File: config.mk
export PLATFORM = sky130hd
export DESIGN_NAME = kth_smallest_in_product_table
export DESIGN_NICKNAME = d
export VERILOG_FILES = /design/src/rtl/kts_pkg.sv /design/src/rtl/kts_count.sv /design/src/rtl/kth_smallest_in_product_table.sv
export VERILOG_INCLUDE_DIRS = /design/src /design/src/rtl
export SDC_FILE = /design/constraint.sdc
export NUM_CORES = 1
export LEC_CHECK = 0
export ABC_AREA = 0
export BUFFER_PORTS_ARGS = -buffer_cell sky130_fd_sc_hd__buf_4
export CORE_MARGIN = 4
export CORE_UTILIZATION = 65
export DETAILED_ROUTE_END_ITERATION = 8
export PLACE_DENSITY = 0.83
export SYNTH_ARGS = -nofsm -noshare
export SYNTH_HDL_FRONTEND = slang
export SYNTH_SLANG_ARGS = --single-unit
File: constraint.sdc
create_clock -name clk -period 13.25 [get_ports clk]
set_input_delay 1.9875 -clock clk [delete_from_list [all_inputs] [get_ports clk]]
set_output_delay 1.9875 -clock clk [all_outputs]
set_load 0.1 [all_outputs]
File: src/rtl/kth_smallest_in_product_table_defines.svh
// ----------------------------------------------------------------------------
// kth_smallest_in_product_table assertion macros
// Concurrent assertion helpers, compiled out when SYNTHESIS is defined.
// ----------------------------------------------------------------------------
`ifndef KTH_SMALLEST_IN_PRODUCT_TABLE_DEFINES_SVH
`define KTH_SMALLEST_IN_PRODUCT_TABLE_DEFINES_SVH

`ifndef SYNTHESIS

// Same-cycle implication, disabled during reset.
`define KTS_ASSERT_IMPLIES(label, clk, rst_n, cond, expr) \
    label: assert property (@(posedge clk) disable iff (!rst_n) (cond) |-> (expr)) \
        else $error("kts assertion failed");

// Next-cycle implication, disabled during reset.
`define KTS_ASSERT_NEXT(label, clk, rst_n, cond, expr) \
    label: assert property (@(posedge clk) disable iff (!rst_n) (cond) |=> (expr)) \
        else $error("kts assertion failed");

`else

`define KTS_ASSERT_IMPLIES(label, clk, rst_n, cond, expr)
`define KTS_ASSERT_NEXT(label, clk, rst_n, cond, expr)

`endif

`endif

File: src/rtl/kts_pkg.sv
// ----------------------------------------------------------------------------
// kts_pkg
// Shared widths, types and sequencer states for the product-table rank search.
// ----------------------------------------------------------------------------
package kts_pkg;

    // Table dimensions are taken in their low DIM_BITS bits.
    localparam int DIM_BITS = 16;
    localparam int IDX_W    = DIM_BITS + 1;
    localparam int PROD_W   = 2 * DIM_BITS;
    localparam int RANK_W   = 32;
    localparam int VALUE_W  = 32;
    localparam int CMP_W    = (PROD_W > RANK_W) ? PROD_W : RANK_W;

    // Input word field layout.
    localparam int FIELD_W  = 16;
    localparam int ROWS_LSB = 0;
    localparam int COLS_LSB = 16;
    localparam int RANK_LSB = 32;
    localparam int IN_W     = 64;

    typedef logic [DIM_BITS-1:0] dim_t;
    typedef logic [IDX_W-1:0]    idx_t;
    typedef logic [PROD_W-1:0]   prod_t;
    typedef logic [RANK_W-1:0]   rank_t;

    typedef enum logic [2:0] {
        S_IDLE,
        S_SETUP,
        S_PROBE,
        S_WAIT,
        S_DONE
    } state_t;

    // Sequencer to counting unit.
    typedef struct packed {
        logic  start;
        prod_t x;
    } cnt_req_t;

    // Counting unit to sequencer.
    typedef struct packed {
        logic busy;
        logic done;
        logic reach;
    } cnt_rsp_t;

endpackage

File: src/rtl/kts_count.sv
// ----------------------------------------------------------------------------
// kts_count
// Staircase counter: decides whether the number of table entries <= x reaches
// the wanted rank, one staircase step per cycle.
// ----------------------------------------------------------------------------
module kts_count
    import kts_pkg::*;
(
    input  logic     clk,
    input  logic     rst_n,
    input  cnt_req_t req,
    input  dim_t     shorter,
    input  dim_t     longer,
    input  rank_t    want,
    output cnt_rsp_t rsp
);

    // p tracks i*j so no multiplier is needed in the loop.
    logic  busy_reg,  busy_next;
    logic  done_reg,  done_next;
    logic  reach_reg, reach_next;
    idx_t  i_reg,     i_next;
    dim_t  j_reg,     j_next;
    prod_t p_reg,     p_next;
    prod_t total_reg, total_next;
    prod_t x_reg,     x_next;

    logic reach_now;
    logic end_now;
    logic step_up;

    assign reach_now = CMP_W'(total_reg) >= CMP_W'(want);
    assign end_now   = (i_reg > IDX_W'(shorter)) || (j_reg == '0);
    assign step_up   = p_reg <= x_reg;

    always_comb
    begin
        busy_next  = busy_reg;
        done_next  = 1'b0;
        reach_next = reach_reg;
        i_next     = i_reg;
        j_next     = j_reg;
        p_next     = p_reg;
        total_next = total_reg;
        x_next     = x_reg;
        if (!busy_reg)
        begin
            if (req.start)
            begin
                busy_next  = 1'b1;
                i_next     = IDX_W'(1);
                j_next     = longer;
                p_next     = PROD_W'(longer);
                total_next = '0;
                x_next     = req.x;
            end
        end
        else if (reach_now)
        begin
            // count only grows, so stop as soon as the rank is reached
            busy_next  = 1'b0;
            done_next  = 1'b1;
            reach_next = 1'b1;
        end
        else if (end_now)
        begin
            busy_next  = 1'b0;
            done_next  = 1'b1;
            reach_next = 1'b0;
        end
        else if (step_up)
        begin
            // row i contributes j entries; move to next row
            total_next = total_reg + PROD_W'(j_reg);
            p_next     = p_reg + PROD_W'(j_reg);
            i_next     = i_reg + IDX_W'(1);
        end
        else
        begin
            p_next = p_reg - PROD_W'(i_reg);
            j_next = j_reg - DIM_BITS'(1);
        end
    end

    always_ff @(posedge clk or negedge rst_n)
    begin
        if (!rst_n)
        begin
            busy_reg <= 1'b0;
            done_reg <= 1'b0;
        end
        else
        begin
            busy_reg <= busy_next;
            done_reg <= done_next;
        end
    end

    always_ff @(posedge clk)
    begin
        reach_reg <= reach_next;
        i_reg     <= i_next;
        j_reg     <= j_next;
        p_reg     <= p_next;
        total_reg <= total_next;
        x_reg     <= x_next;
    end

    assign rsp.busy  = busy_reg;
    assign rsp.done  = done_reg;
    assign rsp.reach = reach_reg;

endmodule

File: src/rtl/kth_smallest_in_product_table.sv
// ----------------------------------------------------------------------------
// kth_smallest_in_product_table
// Finds the k-th smallest entry of a rows-by-cols multiplication table.
// ----------------------------------------------------------------------------
// Usage:
//   Input channel s_axis_*: one word carries rows, cols and rank. The block
//   takes a word only when idle (s_axis_tready high) and then works on it
//   alone until its result is loaded into the output register.
//   Output channel m_axis_*: tdata is the table entry, tuser[0] is found.
//   A zero dimension or a rank beyond rows*cols gives value 0, found 0;
//   rank 0 gives value 1.
//   Search: a binary search over 1..rows*cols of at most 2*DIM_BITS
//   probes; each probe runs the staircase counter, one step per cycle,
//   and stops early once the rank is reached.
//   Overlap: a word is taken only once the previous one is finished; the
//   next is taken while that result still waits in the output register.
//   Stall: if the previous result has not been taken when a new one is
//   finished, the sequencer holds in its done state until m_axis_tready.
//   Reset: asynchronous, active low; the block comes up idle with no
//   pending result.
// ----------------------------------------------------------------------------
`include "kth_smallest_in_product_table_defines.svh"

module kth_smallest_in_product_table
    import kts_pkg::*;
(
    input  logic               clk,
    input  logic               rst_n,
    input  logic               s_axis_tvalid,
    output logic               s_axis_tready,
    input  logic [IN_W-1:0]    s_axis_tdata,   // rows[15:0], cols[31:16], rank[63:32]
    output logic               m_axis_tvalid,
    input  logic               m_axis_tready,
    output logic [VALUE_W-1:0] m_axis_tdata,   // value[31:0]
    output logic [0:0]         m_axis_tuser    // found[0]
);

    state_t state_reg, state_next;

    // Dimensions are ordered on entry so the row loop is the short one.
    dim_t  short_reg, short_next;
    dim_t  long_reg,  long_next;
    rank_t want_reg,  want_next;

    // Search window and best candidate so far.
    prod_t lo_reg,    lo_next;
    prod_t hi_reg,    hi_next;
    prod_t mid_reg,   mid_next;
    prod_t best_reg,  best_next;
    logic  hit_reg,   hit_next;

    // Output register.
    logic               out_valid_reg, out_valid_next;
    logic [VALUE_W-1:0] value_reg,     value_next;
    logic               found_reg,     found_next;

    dim_t     in_rows;
    dim_t     in_cols;
    prod_t    mid_calc;
    logic     out_free;
    cnt_req_t cnt_req;
    cnt_rsp_t cnt_rsp;

    assign in_rows  = DIM_BITS'(s_axis_tdata[ROWS_LSB +: FIELD_W]);
    assign in_cols  = DIM_BITS'(s_axis_tdata[COLS_LSB +: FIELD_W]);
    assign mid_calc = lo_reg + ((hi_reg - lo_reg) >> 1);
    assign out_free = !out_valid_reg || m_axis_tready;

    assign s_axis_tready = (state_reg == S_IDLE);

    always_comb
    begin
        state_next     = state_reg;
        short_next     = short_reg;
        long_next      = long_reg;
        want_next      = want_reg;
        lo_next        = lo_reg;
        hi_next        = hi_reg;
        mid_next       = mid_reg;
        best_next      = best_reg;
        hit_next       = hit_reg;
        out_valid_next = out_valid_reg && !m_axis_tready;
        value_next     = value_reg;
        found_next     = found_reg;
        cnt_req.start  = 1'b0;
        cnt_req.x      = mid_calc;

        unique case (state_reg)
            S_IDLE:
            begin
                if (s_axis_tvalid)
                begin
                    short_next = (in_rows < in_cols) ? in_rows : in_cols;
                    long_next  = (in_rows < in_cols) ? in_cols : in_rows;
                    want_next  = s_axis_tdata[RANK_LSB +: RANK_W];
                    state_next = S_SETUP;
                end
            end
            S_SETUP:
            begin
                lo_next    = PROD_W'(1);
                hi_next    = PROD_W'(short_reg) * PROD_W'(long_reg);
                best_next  = '0;
                hit_next   = 1'b0;
                state_next = S_PROBE;
            end
            S_PROBE:
            begin
                if (lo_reg > hi_reg)
                begin
                    state_next = S_DONE;
                end
                else
                begin
                    mid_next      = mid_calc;
                    cnt_req.start = 1'b1;
                    state_next    = S_WAIT;
                end
            end
            S_WAIT:
            begin
                if (cnt_rsp.done)
                begin
                    if (cnt_rsp.reach)
                    begin
                        best_next = mid_reg;
                        hit_next  = 1'b1;
                        hi_next   = mid_reg - PROD_W'(1);
                    end
                    else
                    begin
                        lo_next = mid_reg + PROD_W'(1);
                    end
                    state_next = S_PROBE;
                end
            end
            S_DONE:
            begin
                // hold until the output register is free
                if (out_free)
                begin
                    out_valid_next = 1'b1;
                    value_next     = VALUE_W'(best_reg);
                    found_next     = hit_reg;
                    state_next     = S_IDLE;
                end
            end
            default:
            begin
                state_next = S_IDLE;
            end
        endcase
    end

    always_ff @(posedge clk or negedge rst_n)
    begin
        if (!rst_n)
        begin
            state_reg     <= S_IDLE;
            out_valid_reg <= 1'b0;
        end
        else
        begin
            state_reg     <= state_next;
            out_valid_reg <= out_valid_next;
        end
    end

    always_ff @(posedge clk)
    begin
        short_reg <= short_next;
        long_reg  <= long_next;
        want_reg  <= want_next;
        lo_reg    <= lo_next;
        hi_reg    <= hi_next;
        mid_reg   <= mid_next;
        best_reg  <= best_next;
        hit_reg   <= hit_next;
        value_reg <= value_next;
        found_reg <= found_next;
    end

    kts_count u_count
    (
        .clk     (clk),
        .rst_n   (rst_n),
        .req     (cnt_req),
        .shorter (short_reg),
        .longer  (long_reg),
        .want    (want_reg),
        .rsp     (cnt_rsp)
    );

    assign m_axis_tvalid   = out_valid_reg;
    assign m_axis_tdata    = value_reg;
    assign m_axis_tuser[0] = found_reg;

    // Counter only runs while the sequencer waits on it.
    `KTS_ASSERT_IMPLIES(a_busy_in_wait, clk, rst_n, cnt_rsp.busy, state_reg == S_WAIT)
    // A finished result lands in the output register on the next cycle.
    `KTS_ASSERT_NEXT(a_result_loaded, clk, rst_n, (state_reg == S_DONE) && out_free, out_valid_reg)
    // Search lower bound never drops to zero.
    `KTS_ASSERT_IMPLIES(a_lo_positive, clk, rst_n, state_reg == S_PROBE, lo_reg != '0)
    // A found entry is never zero.
    `KTS_ASSERT_IMPLIES(a_found_nonzero, clk, rst_n, out_valid_reg && found_reg, value_reg != '0)

endmodule

### Word-level counts from Yosys, hierarchy flattened

Cells that the tools add are included.

| storage, ports and cells | value |
|---|---|
| flip-flop bits (word level) | 362 |
| logic and storage cells | 122 |
| output and inout bits | 35 |
| input port bits | 68 |

| operators by class | value |
|---|---|
| multipliers | 1 |
| bitwise gates (word level) | 2 |
| order comparisons | 5 |
| reduce and logical (&&, ||, !) cells | 21 |
| equality and inequality tests | 13 |
| multiplexer cells | 51 |
| $add $sub $neg | 9 |

Operator list:

| kind | number |
|---|---|
| 2-to-1 mux 32 bit | 16 |
| one-hot mux 32 bit (2 select lines) | 3 |
| 2-to-1 mux 16 bit | 7 |
| 2-to-1 mux 17 bit | 5 |
| adder 32 x 16 -> 32 bit | 2 |
| adder 32 x 1 -> 32 bit (second input constant) | 1 |
| adder 32 x 31 -> 32 bit | 1 |
| >= comparator 32 bit | 1 |
| greater-than comparator 32 bit | 1 |
| less-or-equal comparator 32 bit | 1 |
| multiplier 16 x 16 -> 32 bit | 1 |
| subtractor 32 x 1 -> 32 bit (second input constant) | 1 |
| subtractor 32 x 17 -> 32 bit | 1 |
| subtractor 32 bit | 1 |
| adder 17 x 1 -> 17 bit (second input constant) | 1 |
| greater-than comparator 17 x 16 -> 1 bit | 1 |
| zero test 16 bit | 1 |
| less-than comparator 16 bit | 1 |
| subtractor 16 x 1 -> 16 bit (second input constant) | 1 |
| one-hot mux 3 bit (5 select lines) | 1 |
| 2-to-1 mux 1 bit | 14 |
| != test 2 bit (second input constant) | 7 |
| 2-to-1 mux 3 bit | 4 |
| AND reduction 3 bit | 4 |
| 13 further kinds | 25 |

### Depth between registers and ports, before layout

| depth | value |
|---|---|
| word-level depth | 5 |
| mapped depth | 25 |
| gate-level depth less buffers | 23 |

### Hierarchy

Synthesis repeated with hierarchy kept, for this count alone.

| second synthesis, totals | value |
|---|---|
| cells, all modules | 3269 |
| area, all modules | 31829.3 um^2 |

By module, submodules not included:

| module | area each (um^2) | instances | cells an instance | seq. area each (um^2) |
|---|---|---|---|---|
| kth_smallest_in_product_table | 21465.6 | 1 | 2163 | 6886.6 |
| kts_count | 10363.7 | 1 | 1106 | 3953.8 |

### Worst setup path before layout

OpenSTA, ideal clock, no wires.

| timing path | value |
|---|---|
| path type | register to register |
| start | register long_reg[9] |
| end | register hi_reg[31] (data pin) |
| data required time | 12.980 ns |
| clock period less this slack | 6.506 ns |
| path buffers | 3 |
| setup slack | 6.744 ns |
| arrival | 6.236 ns |
| setup time | 0.270 ns |
| cell stages (with the launch flop) | 26 |
| cells stage by stage | edfxtp_1 -> clkbuf_1 -> clkbuf_1 -> nand2_1 -> fa_1 -> inv_1 -> fa_1 -> inv_1 -> fa_1 -> inv_1 -> fa_1 -> fa_1 -> inv_1 -> fa_1 -> inv_1 -> ha_1 -> clkbuf_1 -> a21o_1 -> a21oi_1 -> o221ai_1 -> a21oi_4 -> o21ai_2 -> or4b_1 -> a31oi_1 -> xnor2_1 -> a21oi_1 |

| between the ends | value |
|---|---|
| cells in the longest elaborated chain, start to end | 2 |

Ends and longest elaborated chain:

| what | line | RTL |
|---|---|---|
| start: declaration | kth_smallest_in_product_table.sv:42 | `dim_t long_reg, long_next;` |
| start signal: assignment | kth_smallest_in_product_table.sv:172 | `long_reg <= long_next;` |
| multiplier 16 x 16 -> 32 bit | kth_smallest_in_product_table.sv:102 | `hi_next = PROD_W'(short_reg) * PROD_W'(long_reg);` |
| one-hot mux 32 bit (2 select lines) | kth_smallest_in_product_table.sv:88 | `unique case (state_reg)` |
| net hi_next[31] | kth_smallest_in_product_table.sv:47 | `prod_t hi_reg, hi_next;` |
| end signal: assignment | kth_smallest_in_product_table.sv:175 | `hi_reg <= hi_next;` |
| end: declaration | kth_smallest_in_product_table.sv:47 |  |

The timed path passes the listed nets, and every way through them passes these cells.
A chain may end at the register's enable or synchronous reset.

### Worst setup path in the final report

| timing path | value |
|---|---|
| start | register short_reg[6] |
| end | register hi_reg[31] (data pin) |

| between the ends | value |
|---|---|
| cells in the longest elaborated chain, start to end | 2 |

Ends and longest elaborated chain:

| what | line | RTL |
|---|---|---|
| start: declaration | kth_smallest_in_product_table.sv:41 | `dim_t short_reg, short_next;` |
| start signal: assignment | kth_smallest_in_product_table.sv:171 | `short_reg <= short_next;` |
| multiplier 16 x 16 -> 32 bit | kth_smallest_in_product_table.sv:102 |  |
| one-hot mux 32 bit (2 select lines) | kth_smallest_in_product_table.sv:88 |  |
| net hi_next[31] | kth_smallest_in_product_table.sv:47 |  |

The timed path passes the listed nets, and every way through them passes these cells.

==> results.sh <==
export IMPL_outcome="completed"
export IMPL_globalplace_congestion=0.9680
export IMPL_overflow=0
export IMPL_relSlewSlack_pct=21.44
export IMPL_use_met1_pct=44.43
export IMPL_synth_common_cells="inv_1, edfxtp_1, ha_1, nand2_1, nor2_1"
export IMPL_die_h_um=227.3
export IMPL_post_cts_resized=0
export IMPL_ioPinCount=103
export IMPL_fin_tns_setup_ns=0
export IMPL_initial_core_util_pct=65.63
export IMPL_yosysTopAreaCell="edfxtp_1"
export IMPL_start_kind="flip-flop"
export IMPL_cts_sinks=362
export IMPL_slew_viol_final=0
export IMPL_yosys_top_cells_area="edfxtp_1, fa_1, ha_1"
export IMPL_hold_viol=0
export IMPL_hpwlAfterDp_mm=61.29
export IMPL_grt_pass1_vias=23639
export IMPL_rows=80
export IMPL_ys_flop_type="edfxtp_1"
export IMPL_clockRootBuffer="clkbuf_16"
export IMPL_nFillCells=3465
export IMPL_synthMuxAreaShare_pct=2.285
export IMPL_worstMarginPinSlew_ns=1.176
export IMPL_clock_skew_ns=0.03588
export IMPL_vias=23514
export IMPL_drc_errors=0
export IMPL_grt_max_degree=69
export IMPL_ys_types=90
export IMPL_synth_yosys_seq_area_share_pct=34.67
export IMPL_routed_wl_mm=80.91
export IMPL_ys_seq_elements=362
export IMPL_cp_arrival_ns=7.09
export IMPL_post_cts_buffers=0
export IMPL_synth_fa_ha_area_share_pct=25.20
export IMPL_synth_most_common_cell="inv_1"
export IMPL_synthesis_nets=3713
export IMPL_via_per_inst=6.138
export IMPL_synthArstFlopShare_pct=1.657
export IMPL_h_tree_depth=2
export IMPL_fmax_ghz=0.1474
export IMPL_die_area_um2=51680
export IMPL_fin_crit_ns=6.786
export IMPL_die_w_um=227.3
export IMPL_yosysWarningCount=0
export IMPL_cts_buffers=42
export IMPL_grt_pass1_wl_mm=127.5
export IMPL_maxCapViolCount=0
export IMPL_min_period_over_period_pct=51.21
export IMPL_clk_pin_slew_ns=0.07
export IMPL_synth_compound_area_share_pct=11.11
export IMPL_rsz0062_at_grt="false"
export IMPL_syn_to_final_growth_pct=8.808
export IMPL_end_kind="flip-flop"
export IMPL_synth_top_family_by_area="adder cells"
export IMPL_met2_usage_pct=50.73
export IMPL_synth_cells=3134
export IMPL_hold_buffers=0
export IMPL_wl_per_cell_um=21.12
export IMPL_final_net_count=3762
export IMPL_use_met3_pct=5.596
export IMPL_syn_area_per_cell_um2=9.977
export IMPL_drt_initial_drc_count=2219
export IMPL_antenna_found_initial=1
export IMPL_min_path_type="flip-flop to flip-flop"
export IMPL_diodes=0
export IMPL_crit_path_max_fanout=17
export IMPL_busiest_layer="met2"
export IMPL_synth_simple_gate_area_share_pct=14.49
export IMPL_clk_path_buf_depth=3
export IMPL_core_um2=47650
export IMPL_drtPass1Iterations=6
export IMPL_cts_tree="built"
export IMPL_ant_nets=0
export IMPL_path_class="flip-flop to flip-flop"
export IMPL_cp_data_required_time_ns=13.55
export IMPL_drive_above_1_share_pct=8.458
export IMPL_yosys_area_share_xor_xnor_pct=5.910
export IMPL_portBuffers=102
export IMPL_clk_latency_ns=0.59
export IMPL_setup_violations=0
export IMPL_synth_edff_count=356
export IMPL_syn_area_um2=31270
export IMPL_yosys_area_top_type_share_pct=34.19
export IMPL_grt_usage_pct=31.42
critical path, stage by stage (launching register included):
cell      delay, ns
edfxtp_1       0.86
nand2_1        0.16
fa_1           0.53
inv_1          0.05
fa_1           0.49
inv_1          0.05
fa_1           0.47
inv_1          0.05
fa_1           0.50
fa_1           0.55
inv_1          0.06
fa_1           0.53
inv_1          0.07
ha_1           0.39
a21o_1         0.21
a21oi_1        0.18
o221ai_1       0.19
a21oi_4        0.20
o21ai_2        0.09
or4b_1         0.47
a31oi_1        0.21
xnor2_1        0.14
a21oi_1        0.08
stage by stage:
step	instance area [um^2]	utilization (%)	setup WS (ns)	hold WS, ns	std cells
finish	34020	71.40	6.464	0.4072	3831
global route	34020	71.40	6.130	0.4185	3831
CTS	34020	71.40	6.481	0.4065	3831
detailed placement	32540	68.29	6.471	0.4045	3754
global placement	32540	68.29	6.505	0.4026	3754
floorplan	31270	-	6.744	0.4003	3134
cells in the final DEF (no fill, tap or decap), types with 24 or more instances in the layout:
| master | Yosys | routed |
|---|---|---|
| buf_4 | 0 | 117 |
| xor2_1 | 92 | 92 |
| mux2_2 | 45 | 45 |
| o21a_1 | 27 | 27 |
| o21ai_0 | 58 | 58 |
| nor2_1 | 200 | 199 |
| a31oi_1 | 24 | 24 |
| edfxtp_1 | 356 | 356 |
| xnor2_1 | 119 | 119 |
| a21oi_1 | 176 | 173 |
| clkbuf_16 | 0 | 43 |
| fa_1 | 198 | 198 |
| nand4_1 | 33 | 33 |
| nor3_1 | 59 | 59 |
| inv_1 | 410 | 410 |
| o21ai_1 | 48 | 47 |
| nand2_1 | 283 | 283 |
| a21o_1 | 79 | 79 |
| and2_1 | 160 | 159 |
| ha_1 | 313 | 313 |
| nand3_1 | 52 | 52 |
area by class of cell:
| type | instances | area, um^2 | share of cell area [%] |
|---|---|---|---|
| timing repair buffer | 117 | 878.3 | 2.582 |
| clock inverter | 28 | 377.9 | 1.111 |
| inverter | 412 | 1546 | 4.546 |
| sequential | 362 | 10840 | 31.87 |
| multi-input combinational | 2248 | 18500 | 54.37 |
| tap | 615 | 769.5 | 2.262 |
| clock buffer | 49 | 1109 | 3.258 |
path summary, 6_finish.rpt:
| kind | startpoint | endpoint | slack (ns) | depth (start not counted) |
|---|---|---|---|---|
| max reg2reg | short_reg[6] | hi_reg[31] | 6.46 | 22 |
| max | short_reg[6] | hi_reg[31] | 6.46 | 22 |
| max in group asynchronous | rst_n | u_count.busy_reg | 11.92 | 1 |
| min | best_reg[14] | m_axis_tdata[14] | 0.41 | 0 |
| min in group asynchronous | rst_n | state_reg[2] | 1.20 | 1 |
| min reg2reg | best_reg[14] | m_axis_tdata[14] | 0.41 | 0 |
layer usage:
| layer | vias up | routed length (um) | part of all wire (%) |
|---|---|---|---|
| met5 | - | 16 | 0.020 |
| met4 | 2 | 2335 | 2.9 |
| met3 | 176 | 6949 | 8.6 |
| met2 | 961 | 38020 | 47 |
| met1 | 11540 | 33590 | 42 |
| li1 | 10835 | - | - |
cell families after synthesis:
family,count (synthesis)
muxes,64
AOI/OAI and AO/OA,540
and+or+nand+nor,922
DFF,362
xor gates and xnor gates,211
buffers and inverters,524
adders and majority gates,511
Power is not shown: default switching activity piles up to over one toggle a cycle in this logic, so the estimate is an artifact.
